===== src/design/dtt_pkg.sv =====
package dtt_pkg;

    // Operation codes of an input word
    localparam logic OP_MARK  = 1'b0;
    localparam logic OP_FLUSH = 1'b1;

    // Configuration register indexes
    localparam logic CFG_SCREEN_WIDTH  = 1'b0;
    localparam logic CFG_SCREEN_HEIGHT = 1'b1;

    // Configuration reset values
    localparam logic [9:0] SCREEN_WIDTH_RESET  = 10'd640;
    localparam logic [9:0] SCREEN_HEIGHT_RESET = 10'd480;

    typedef struct packed {
        logic               operation;
        logic signed [11:0] pixel_x;
        logic signed [11:0] pixel_y;
        logic        [5:0]  tile_row;
    } item_t;

    typedef struct packed {
        logic [9:0] rect_x;
        logic [9:0] rect_y;
        logic [9:0] rect_width;
        logic [4:0] rect_height;
        logic       last_rect;
    } result_t;

    // Commands from the controller to the datapath
    typedef struct packed {
        logic load_item;
        logic issue_read;
        logic write_mark;
        logic load_scan;
        logic scan_step;
    } cmd_t;

    // Status from the datapath to the controller
    typedef struct packed {
        logic is_mark;
        logic mark_ok;
        logic row_ok;
        logic top_ok;
        logic scan_done;
    } status_t;

endpackage


===== src/design/dtt_ram.sv =====
module dtt_ram #(
    parameter int WIDTH = 64,
    parameter int DEPTH = 64
) (
    input  logic                     clk,
    input  logic                     we,
    input  logic [$clog2(DEPTH)-1:0] waddr,
    input  logic [WIDTH-1:0]         wdata,
    input  logic                     re,
    input  logic [$clog2(DEPTH)-1:0] raddr,
    output logic [WIDTH-1:0]         rdata
);

    logic [WIDTH-1:0] mem [DEPTH];
    logic [WIDTH-1:0] rdata_reg;

    // Write one word, read one word registered
    always_ff @(posedge clk)
    begin
        if (we)
        begin
            mem[waddr] <= wdata;
        end
        if (re)
        begin
            rdata_reg <= mem[raddr];
        end
    end

    assign rdata = rdata_reg;

endmodule


===== src/design/dtt_datapath.sv =====
module dtt_datapath import dtt_pkg::*; #(
    parameter int TILE_LOG2        = 4,
    parameter int MAX_TILE_COLUMNS = 64,
    parameter int MAX_TILE_ROWS    = 64
) (
    input  logic       clk,
    input  logic       rst_n,
    input  item_t      item,
    input  logic       cfg_we,
    input  logic       cfg_index,
    input  logic [9:0] cfg_data,
    input  cmd_t       cmd,
    output status_t    status,
    output logic       result_valid,
    output result_t    result
);

    localparam int RW   = $clog2(MAX_TILE_ROWS);
    localparam int CIW  = $clog2(MAX_TILE_COLUMNS);
    localparam int CNTW = $clog2(MAX_TILE_COLUMNS + 1);
    localparam int TSZ  = 1 << TILE_LOG2;
    localparam int PW   = (7 + TILE_LOG2 > 11) ? 7 + TILE_LOG2 : 11;
    localparam int TW   = (6 + TILE_LOG2 > 11) ? 6 + TILE_LOG2 : 11;

    item_t                       item_reg;
    logic [9:0]                  sw_reg;
    logic [9:0]                  sh_reg;
    logic                        row_valid_reg [MAX_TILE_ROWS];
    logic                        rd_valid_reg;
    logic [MAX_TILE_COLUMNS-1:0] scan_reg;
    logic [CNTW-1:0]             col_reg;
    logic                        in_run_reg;
    logic [CNTW-1:0]             run_start_reg;
    logic [4:0]                  height_reg;
    logic                        result_valid_reg;
    result_t                     result_reg;

    logic [10:0]                 cols_sum;
    logic [CNTW-1:0]             cols;
    logic [MAX_TILE_COLUMNS-1:0] col_mask;
    logic [10:0]                 mark_c;
    logic [10:0]                 mark_r;
    logic [10:0]                 flush_r;
    logic [RW-1:0]               row_addr;
    logic [MAX_TILE_COLUMNS-1:0] rd_word;
    logic [MAX_TILE_COLUMNS-1:0] ram_rdata;
    logic [MAX_TILE_COLUMNS-1:0] mark_word;
    logic [TW-1:0]               top_full;
    logic [TW-1:0]               height_diff;
    logic [TW-1:0]               height_full;
    logic [PW-1:0]               left;
    logic [PW-1:0]               right_raw;
    logic [PW-1:0]               right;
    logic [PW-1:0]               width;
    logic                        run_end;

    // Tile columns in use, and the mask of those columns
    assign cols_sum = 11'(sw_reg >> TILE_LOG2) + 11'd1;
    assign cols = (cols_sum > 11'(MAX_TILE_COLUMNS)) ? CNTW'(MAX_TILE_COLUMNS)
                                                     : cols_sum[CNTW-1:0];

    always_comb
    begin
        for (int i = 0; i < MAX_TILE_COLUMNS; i++)
        begin
            col_mask[i] = (CNTW'(i) < cols);
        end
    end

    // Tile of a marked pixel, and the row to access
    assign mark_c  = item_reg.pixel_x[10:0] >> TILE_LOG2;
    assign mark_r  = item_reg.pixel_y[10:0] >> TILE_LOG2;
    assign flush_r = 11'(item_reg.tile_row);
    assign row_addr = (item_reg.operation == OP_MARK) ? mark_r[RW-1:0] : flush_r[RW-1:0];

    // Top edge and clipped height of the flushed row
    assign top_full    = TW'(item_reg.tile_row) << TILE_LOG2;
    assign height_diff = TW'(sh_reg) - top_full;
    assign height_full = (height_diff < TW'(TSZ)) ? height_diff : TW'(TSZ);

    assign status.is_mark = (item_reg.operation == OP_MARK);
    assign status.mark_ok = !item_reg.pixel_x[11] && !item_reg.pixel_y[11]
                         && (item_reg.pixel_x[10:0] < {1'b0, sw_reg})
                         && (item_reg.pixel_y[10:0] < {1'b0, sh_reg})
                         && (mark_c < 11'(cols))
                         && (mark_r < 11'(MAX_TILE_ROWS));
    assign status.row_ok    = (flush_r < 11'(MAX_TILE_ROWS));
    assign status.top_ok    = (top_full < TW'(sh_reg));
    assign status.scan_done = (scan_reg == '0) && !in_run_reg;

    // Row store; a row never written since its last clear reads as empty
    dtt_ram #(
        .WIDTH (MAX_TILE_COLUMNS),
        .DEPTH (MAX_TILE_ROWS)
    ) u_rows (
        .clk   (clk),
        .we    (cmd.write_mark),
        .waddr (row_addr),
        .wdata (mark_word),
        .re    (cmd.issue_read),
        .raddr (row_addr),
        .rdata (ram_rdata)
    );

    assign rd_word   = rd_valid_reg ? ram_rdata : '0;
    assign mark_word = rd_word | (MAX_TILE_COLUMNS'(1) << mark_c[CIW-1:0]);

    // Rectangle of the run that ends at the current column
    assign left      = PW'(run_start_reg) << TILE_LOG2;
    assign right_raw = PW'(col_reg) << TILE_LOG2;
    assign right     = (right_raw > PW'(sw_reg)) ? PW'(sw_reg) : right_raw;
    assign width     = (right > left) ? right - left : '0;
    assign run_end   = cmd.scan_step && in_run_reg && !scan_reg[0];

    // Configuration registers and row valid bits
    always_ff @(posedge clk or negedge rst_n)
    begin
        if (!rst_n)
        begin
            sw_reg <= SCREEN_WIDTH_RESET;
            sh_reg <= SCREEN_HEIGHT_RESET;
            for (int i = 0; i < MAX_TILE_ROWS; i++)
            begin
                row_valid_reg[i] <= 1'b0;
            end
        end
        else
        begin
            if (cfg_we)
            begin
                if (cfg_index == CFG_SCREEN_WIDTH)
                begin
                    sw_reg <= cfg_data;
                end
                else
                begin
                    sh_reg <= cfg_data;
                end
            end
            if (cmd.write_mark)
            begin
                row_valid_reg[row_addr] <= 1'b1;
            end
            else if (cmd.load_scan)
            begin
                row_valid_reg[row_addr] <= 1'b0;
            end
        end
    end

    // Scan control state and result strobe
    always_ff @(posedge clk or negedge rst_n)
    begin
        if (!rst_n)
        begin
            in_run_reg       <= 1'b0;
            result_valid_reg <= 1'b0;
        end
        else
        begin
            result_valid_reg <= run_end;
            if (cmd.load_scan)
            begin
                in_run_reg <= 1'b0;
            end
            else if (cmd.scan_step)
            begin
                in_run_reg <= scan_reg[0];
            end
        end
    end

    // Hold the item, latch the row valid bit, load and step the scan, capture each rectangle
    always_ff @(posedge clk)
    begin
        if (cmd.load_item)
        begin
            item_reg <= item;
        end
        if (cmd.issue_read)
        begin
            rd_valid_reg <= row_valid_reg[row_addr];
        end
        if (cmd.load_scan)
        begin
            scan_reg   <= rd_word & col_mask;
            col_reg    <= '0;
            height_reg <= height_full[4:0];
        end
        else if (cmd.scan_step)
        begin
            scan_reg <= scan_reg >> 1;
            col_reg  <= col_reg + CNTW'(1);
            if (scan_reg[0] && !in_run_reg)
            begin
                run_start_reg <= col_reg;
            end
        end
        if (run_end)
        begin
            result_reg.rect_x      <= left[9:0];
            result_reg.rect_y      <= top_full[9:0];
            result_reg.rect_width  <= width[9:0];
            result_reg.rect_height <= height_reg;
            result_reg.last_rect   <= (scan_reg == '0);
        end
    end

    assign result_valid = result_valid_reg;
    assign result       = result_reg;

endmodule


===== src/design/dtt_ctrl.sv =====
module dtt_ctrl import dtt_pkg::*; (
    input  logic    clk,
    input  logic    rst_n,
    input  logic    start,
    input  status_t status,
    output logic    busy,
    output cmd_t    cmd
);

    typedef enum logic [4:0] {
        ST_IDLE   = 5'b00001,
        ST_ISSUE  = 5'b00010,
        ST_MODIFY = 5'b00100,
        ST_LOAD   = 5'b01000,
        ST_SCAN   = 5'b10000
    } state_t;

    state_t state_reg;
    state_t state_next;

    // Sequence one word: read the row, then update it or scan it
    always_comb
    begin
        state_next = state_reg;
        cmd        = '0;
        case (state_reg)
            ST_IDLE:
            begin
                if (start)
                begin
                    cmd.load_item = 1'b1;
                    state_next    = ST_ISSUE;
                end
            end
            ST_ISSUE:
            begin
                cmd.issue_read = 1'b1;
                if (status.is_mark)
                begin
                    state_next = status.mark_ok ? ST_MODIFY : ST_IDLE;
                end
                else
                begin
                    state_next = status.row_ok ? ST_LOAD : ST_IDLE;
                end
            end
            ST_MODIFY:
            begin
                cmd.write_mark = 1'b1;
                state_next     = ST_IDLE;
            end
            ST_LOAD:
            begin
                cmd.load_scan = 1'b1;
                state_next    = status.top_ok ? ST_SCAN : ST_IDLE;
            end
            ST_SCAN:
            begin
                cmd.scan_step = 1'b1;
                if (status.scan_done)
                begin
                    state_next = ST_IDLE;
                end
            end
            default:
            begin
                state_next = ST_IDLE;
            end
        endcase
    end

    always_ff @(posedge clk or negedge rst_n)
    begin
        if (!rst_n)
        begin
            state_reg <= ST_IDLE;
        end
        else
        begin
            state_reg <= state_next;
        end
    end

    assign busy = (state_reg != ST_IDLE);

endmodule


===== src/design/dirty_tile_tracker_core.sv =====
// Dirty tile tracker: keeps one dirty bit per screen tile and turns a tile
// row into redraw rectangles.
// Input channel: drive item and raise start; the word is taken at a clock
// edge where start is high and busy is low. A mark word sets the bit of the
// tile holding an on-screen pixel; a flush word names a tile row.
// Result channel: result_valid is high for one cycle with each rectangle;
// last_rect marks the final one of a flush. Results cannot be held off.
// Configuration: cfg_we with cfg_index (0 width, 1 height) and cfg_data, to be
// written by the user only while busy is low; the block does not enforce it.
// Sequence: a mark reads its row, then writes it back through the row
// memory's write port. A flush reads and loads the row, then scans the tile
// columns in turn up to the last dirty column, closes the final run and
// finishes. A rectangle's run end is found at the scan step past its last
// column, and the rectangle is then registered onto result; the bit-serial
// column scan sets the flush rate.
// Reset clears all dirty bits at once through per-row valid flags and sets
// the screen to 640 by 480; the block is ready in the first cycle after.
module dirty_tile_tracker_core import dtt_pkg::*; #(
    parameter int TILE_LOG2        = 4,
    parameter int MAX_TILE_COLUMNS = 64,
    parameter int MAX_TILE_ROWS    = 64
) (
    input  logic       clk,
    input  logic       rst_n,
    input  logic       start,
    output logic       busy,
    input  item_t      item,
    output logic       result_valid,
    output result_t    result,
    input  logic       cfg_we,
    input  logic       cfg_index,
    input  logic [9:0] cfg_data
);

    cmd_t    cmd;
    status_t status;

    // Sequence each word
    dtt_ctrl u_ctrl (
        .clk    (clk),
        .rst_n  (rst_n),
        .start  (start),
        .status (status),
        .busy   (busy),
        .cmd    (cmd)
    );

    // Hold the tile store, the configuration and the scan
    dtt_datapath #(
        .TILE_LOG2        (TILE_LOG2),
        .MAX_TILE_COLUMNS (MAX_TILE_COLUMNS),
        .MAX_TILE_ROWS    (MAX_TILE_ROWS)
    ) u_datapath (
        .clk          (clk),
        .rst_n        (rst_n),
        .item         (item),
        .cfg_we       (cfg_we),
        .cfg_index    (cfg_index),
        .cfg_data     (cfg_data),
        .cmd          (cmd),
        .status       (status),
        .result_valid (result_valid),
        .result       (result)
    );

endmodule


===== config.mk =====
export PLATFORM = sky130hd
export DESIGN_NAME = dirty_tile_tracker_core
export DESIGN_NICKNAME = d
export VERILOG_FILES = /design/src/design/dtt_pkg.sv /design/src/design/dtt_ram.sv /design/src/design/dtt_datapath.sv /design/src/design/dtt_ctrl.sv /design/src/design/dirty_tile_tracker_core.sv
export SDC_FILE = /design/constraint.sdc
export NUM_CORES = 2
export LEC_CHECK = 0
export BUFFER_PORTS_ARGS = -buffer_cell sky130_fd_sc_hd__buf_2
export CAP_MARGIN = 20
export CORE_UTILIZATION = 40
export DETAILED_ROUTE_END_ITERATION = 8
export PLACE_DENSITY_LB_ADDON = 0.1
export SETUP_SLACK_MARGIN = 0.15
export SYNTH_ARGS = -nofsm -noshare
export SYNTH_HDL_FRONTEND = slang
export SYNTH_SLANG_ARGS = --single-unit

===== constraint.sdc =====
create_clock -name clk -period 9 [get_ports clk]
set_clock_uncertainty 0.15 [all_clocks]
set_input_delay 0.45 -clock clk [delete_from_list [all_inputs] [get_ports clk]]
set_output_delay 0.45 -clock clk [all_outputs]
set_load 0.01 [all_outputs]

==> metrics.md <==
| Metric | Value |
|---|---|
| Run status | finished, violations left |
| Failing checks | design-rule violations |
| Dominant cells by area after synthesis | edfxtp_1 (79%), a22oi_1 (7.0%), o21ai_0 (1.5%) |
| DP HPWL | between 300000 and 400000 um |
| Synth unique cells | 75 |
| CP required | 9740 ps |
| Most frequent cell after synthesis | edfxtp_1 |
| Worst reg2reg startpoint | u_datapath.item_reg[30]$_DFFE_PP_ |
| CP arrival | 6160 ps |
| Max reg flops | 4096 |
| Sink Count | ~4.4k |
| Yosys top cell area share | 79.3% |
| DR DRC count | 2 |
| Initial antenna violation count | 47 |
| Syn_area_per_cell | 18.0 um2 |
| Min-delay src | item[2] |
| First-pass GRT wire length | between 800000 and 900000 um |
| Reg-to-reg endpoint | u_datapath.u_rows.rdata[29]$_DFFE_PP_ |
| Vias in the first global route | between 90k and 100k |
| Overall power | 49.8 mW |
| Crit path max-delay cell type | buf_4 |
| Worst VDD drop | 0.184 mV |
| Mux cell area share after synthesis | between 1.5 and 2% |
| Max incr delay on CP | 730 ps |
| Area fraction in compound gates after synthesis | approximately 13% |
| Largest net degree at the start of global routing | a little over 100 |
| Post-DR vias/cell | around 6.6 |
| Achievable frequency | 184 MHz |
| CTS root buf | clkbuf_16 |
| Most Frequent Cell on Critical Path | buf_4 |
| Inst Count DP | ~14k |
| Crit Path Max Fanout | 78 |
| FF/Latch Area | 131000 um2 |
| Crit. End Element | flop |
| Antenna Nets Post-Route | 0 |
| Post-synthesis adder-cell area fraction | 0.371% |
| Critical Path Stages | 11 |
| Postcts setup bufs | 0 |
| Drt pass-1 iters | 8 |
| Filler cells | approximately 34k |
| Hold endpoint | u_datapath.flush_r[2]$_DFFE_PP_ |
| Multi-input logic area | 30100 um2 |
| Wire per inst | 41.5 um |
| Worst-case clock buffer depth | 4 |
| Site Rows | about 230 |
| Top FF cell, synth | edfxtp_1 |
| Routed via count | ~100k |
| TritonCTS clock tree | built |
| Hold path cells | 2 |
| CP bufs+invs | 5 |
| Final worst path period share | approximately three fifths |
| H-tree Lvls | 5 |
| Worst-path clk slew | ~60 ps |
| CP Launch Type | flop |
| Post-route cell area | 188000 um2 |
| Post-CTS Resized | 0 |
| Ports | 84 |
| DP Area | 172000 um2 |
| Sequential share of the synthesized area | 80.8% |
| Cell accounting for the most synthesized area | edfxtp_1 |
| YS warnings | 0 |
| Crit path cell chain | buf_4, nor4bb_4, buf_4, or2_4, buf_12, buf_4, buf_4, a22oi_1, nand4_1, a21oi_1, nand3_1 |
| Slew Viols, Final | 0 |
| Layout cells sized above 1 | 14.9% |
| Cells after synthesis | 9014 |
| Synthesis-to-layout area growth | 15.5% |
| Slew margin rel. | between 10% and 20% |
| Syn Std Cell Area | 163000 um2 |
| Most frequent cells after synthesis | edfxtp_1 (4296), a22oi_1 (1520), o21ai_0 (477) |
| R2R Setup Slk | roughly 3600 ps |
| All-Layer GR Usage | 30.1% |
| RSZ-0062 raised after global routing | false |
| Total negative setup slack | 0 ps |
| Max-cap violations | 0 |
| Filler-free cell count of the finished design | about 15k |
| Final wirelength | 632000 um |
| Final setup fails | 0 |
| Buffers added on ports | 75 |
| Post-Synth XOR/XNOR Area | 0.0754% |
| Worst-skew pair later-pin latency | 1030 ps |
| Final net count | 9525 |
| Total grt overflow | 0 |
| Min cycle time layout | 5420 ps |
| Die width | 640 um |
| Pleak | ~58 nW |
| Fin. Hold Viols | 0 |
| Worst reg2reg path depth | 11 |
| Die area | 409000 um2 |
| CTS Hold Bufs | 92 |
| Main combinational cell family by area after synthesis | compound AO/OA/AOI/OAI gates |
| Tightest Pin Transition | 1250 ps |
| EDFF count, synth | 4296 |
| Worst path top cell family by delay | buffers and inverters |
| Synth Area in Simple Gates | roughly 2.5% |
| 1st-iter DRT viols | 16.0k |
| CTS buffer count | 463 |
| CP Class | reg -> reg |
| Hold crit path type | in -> reg |
| Synth async-reset ratio | 2.07% |
| GPL Wtd Cong | 0.883 |
| Die Ht | 640 um |
| PwrDens | ~260 nW/um2 |
| CORE AREA | 404000 um2 |
| Post-synthesis register bit count | 4394 |
| Initial core utilization | 40.3% |
==> cells by family (layout without fill, tap and decap cells) <==
family	Yosys count	after routing
AO/OA/AOI/OAI	2892	2892
XOR/XNOR	14	14
adder cells (fa/ha/maj)	47	47
buffers and inverters	646	1439
flip-flops	4394	4394
multiplexers	277	277
other	1	25
AND/OR/NAND/NOR	743	743
==> placed cells by master, fill, tap and decap left out, types with 93 or more instances in the layout <==
cell           synthesis  routed
edfxtp_1            4296    4296
nand2_1              216     207
dlygate4sd3_1          0      93
a21oi_1              104     104
clkbuf_1             359     103
a22oi_1             1520    1520
clkinv_1               3     132
a222oi_1             174     174
clkbuf_16              0     471
a31oi_1              279     279
mux2_2               192     192
a41oi_1              183     183
o21ai_0              477     411
nor4_1               123     122
buf_4                 15     327
==> final cells by class <==
cell class,instances,area share (%)
clock buffers,577,6.50
repair buffers,552,2.60
clock inverters,271,1.23
inverters,39,0.0779
well taps,5405,3.60
diodes,16,0.0213
flip-flops and latches,4394,70.0
multi-input cells,3982,16.0
==> where the power goes <==
part           internal, mW  switching (mW)
logic                  1.87            5.66
clock network          10.5            8.10
registers              23.4           0.218
==> through the flow <==
step	hold WS, ps	util, %	worst slack [ps]
after floorplan	4.41	-	3600
after global placement	153	42.6	3730
after detailed placement	154	42.7	3750
after CTS	14.7	46.5	3750
after global routing	55.0	46.5	3470
final	39.2	46.5	3580
==> worst reg2reg max path: cells and delay by family (launching register included) <==
family,cells,cell delay [ps]
and+or+nand+nor,4,1540
DFF,1,340
AOI/OAI and AO/OA,2,360
buffers and inverters,5,2920
==> worst max path at each step <==
stage | slack, ps | to | start
final | 3580 | u_datapath.u_rows.rdata[29]$_DFFE_PP_ | u_datapath.item_reg[30]$_DFFE_PP_
after global routing | 3470 | u_datapath.u_rows.rdata[35]$_DFFE_PP_ | u_datapath.item_reg[30]$_DFFE_PP_
after CTS | 3750 | u_datapath.u_rows.rdata[49]$_DFFE_PP_ | u_datapath.item_reg[30]$_DFFE_PP_
after detailed placement | 3750 | u_datapath.u_rows.rdata[63]$_DFFE_PP_ | u_datapath.item_reg[30]$_DFFE_PP_
after global placement | 3730 | u_datapath.u_rows.rdata[49]$_DFFE_PP_ | u_datapath.item_reg[30]$_DFFE_PP_
after floorplan | 3600 | u_datapath.u_rows.mem[13][0]$_DFFE_PP_ | u_datapath.flush_r[1]$_DFFE_PP_
==> layer usage <==
metal	global-route usage, %	routed length (um)
met4	10.7	24400
met5	0	145
met1	42.3	255000
met3	5.18	62200
met2	47.4	290000
No activity file was read; power rests on OpenSTA's default activity.
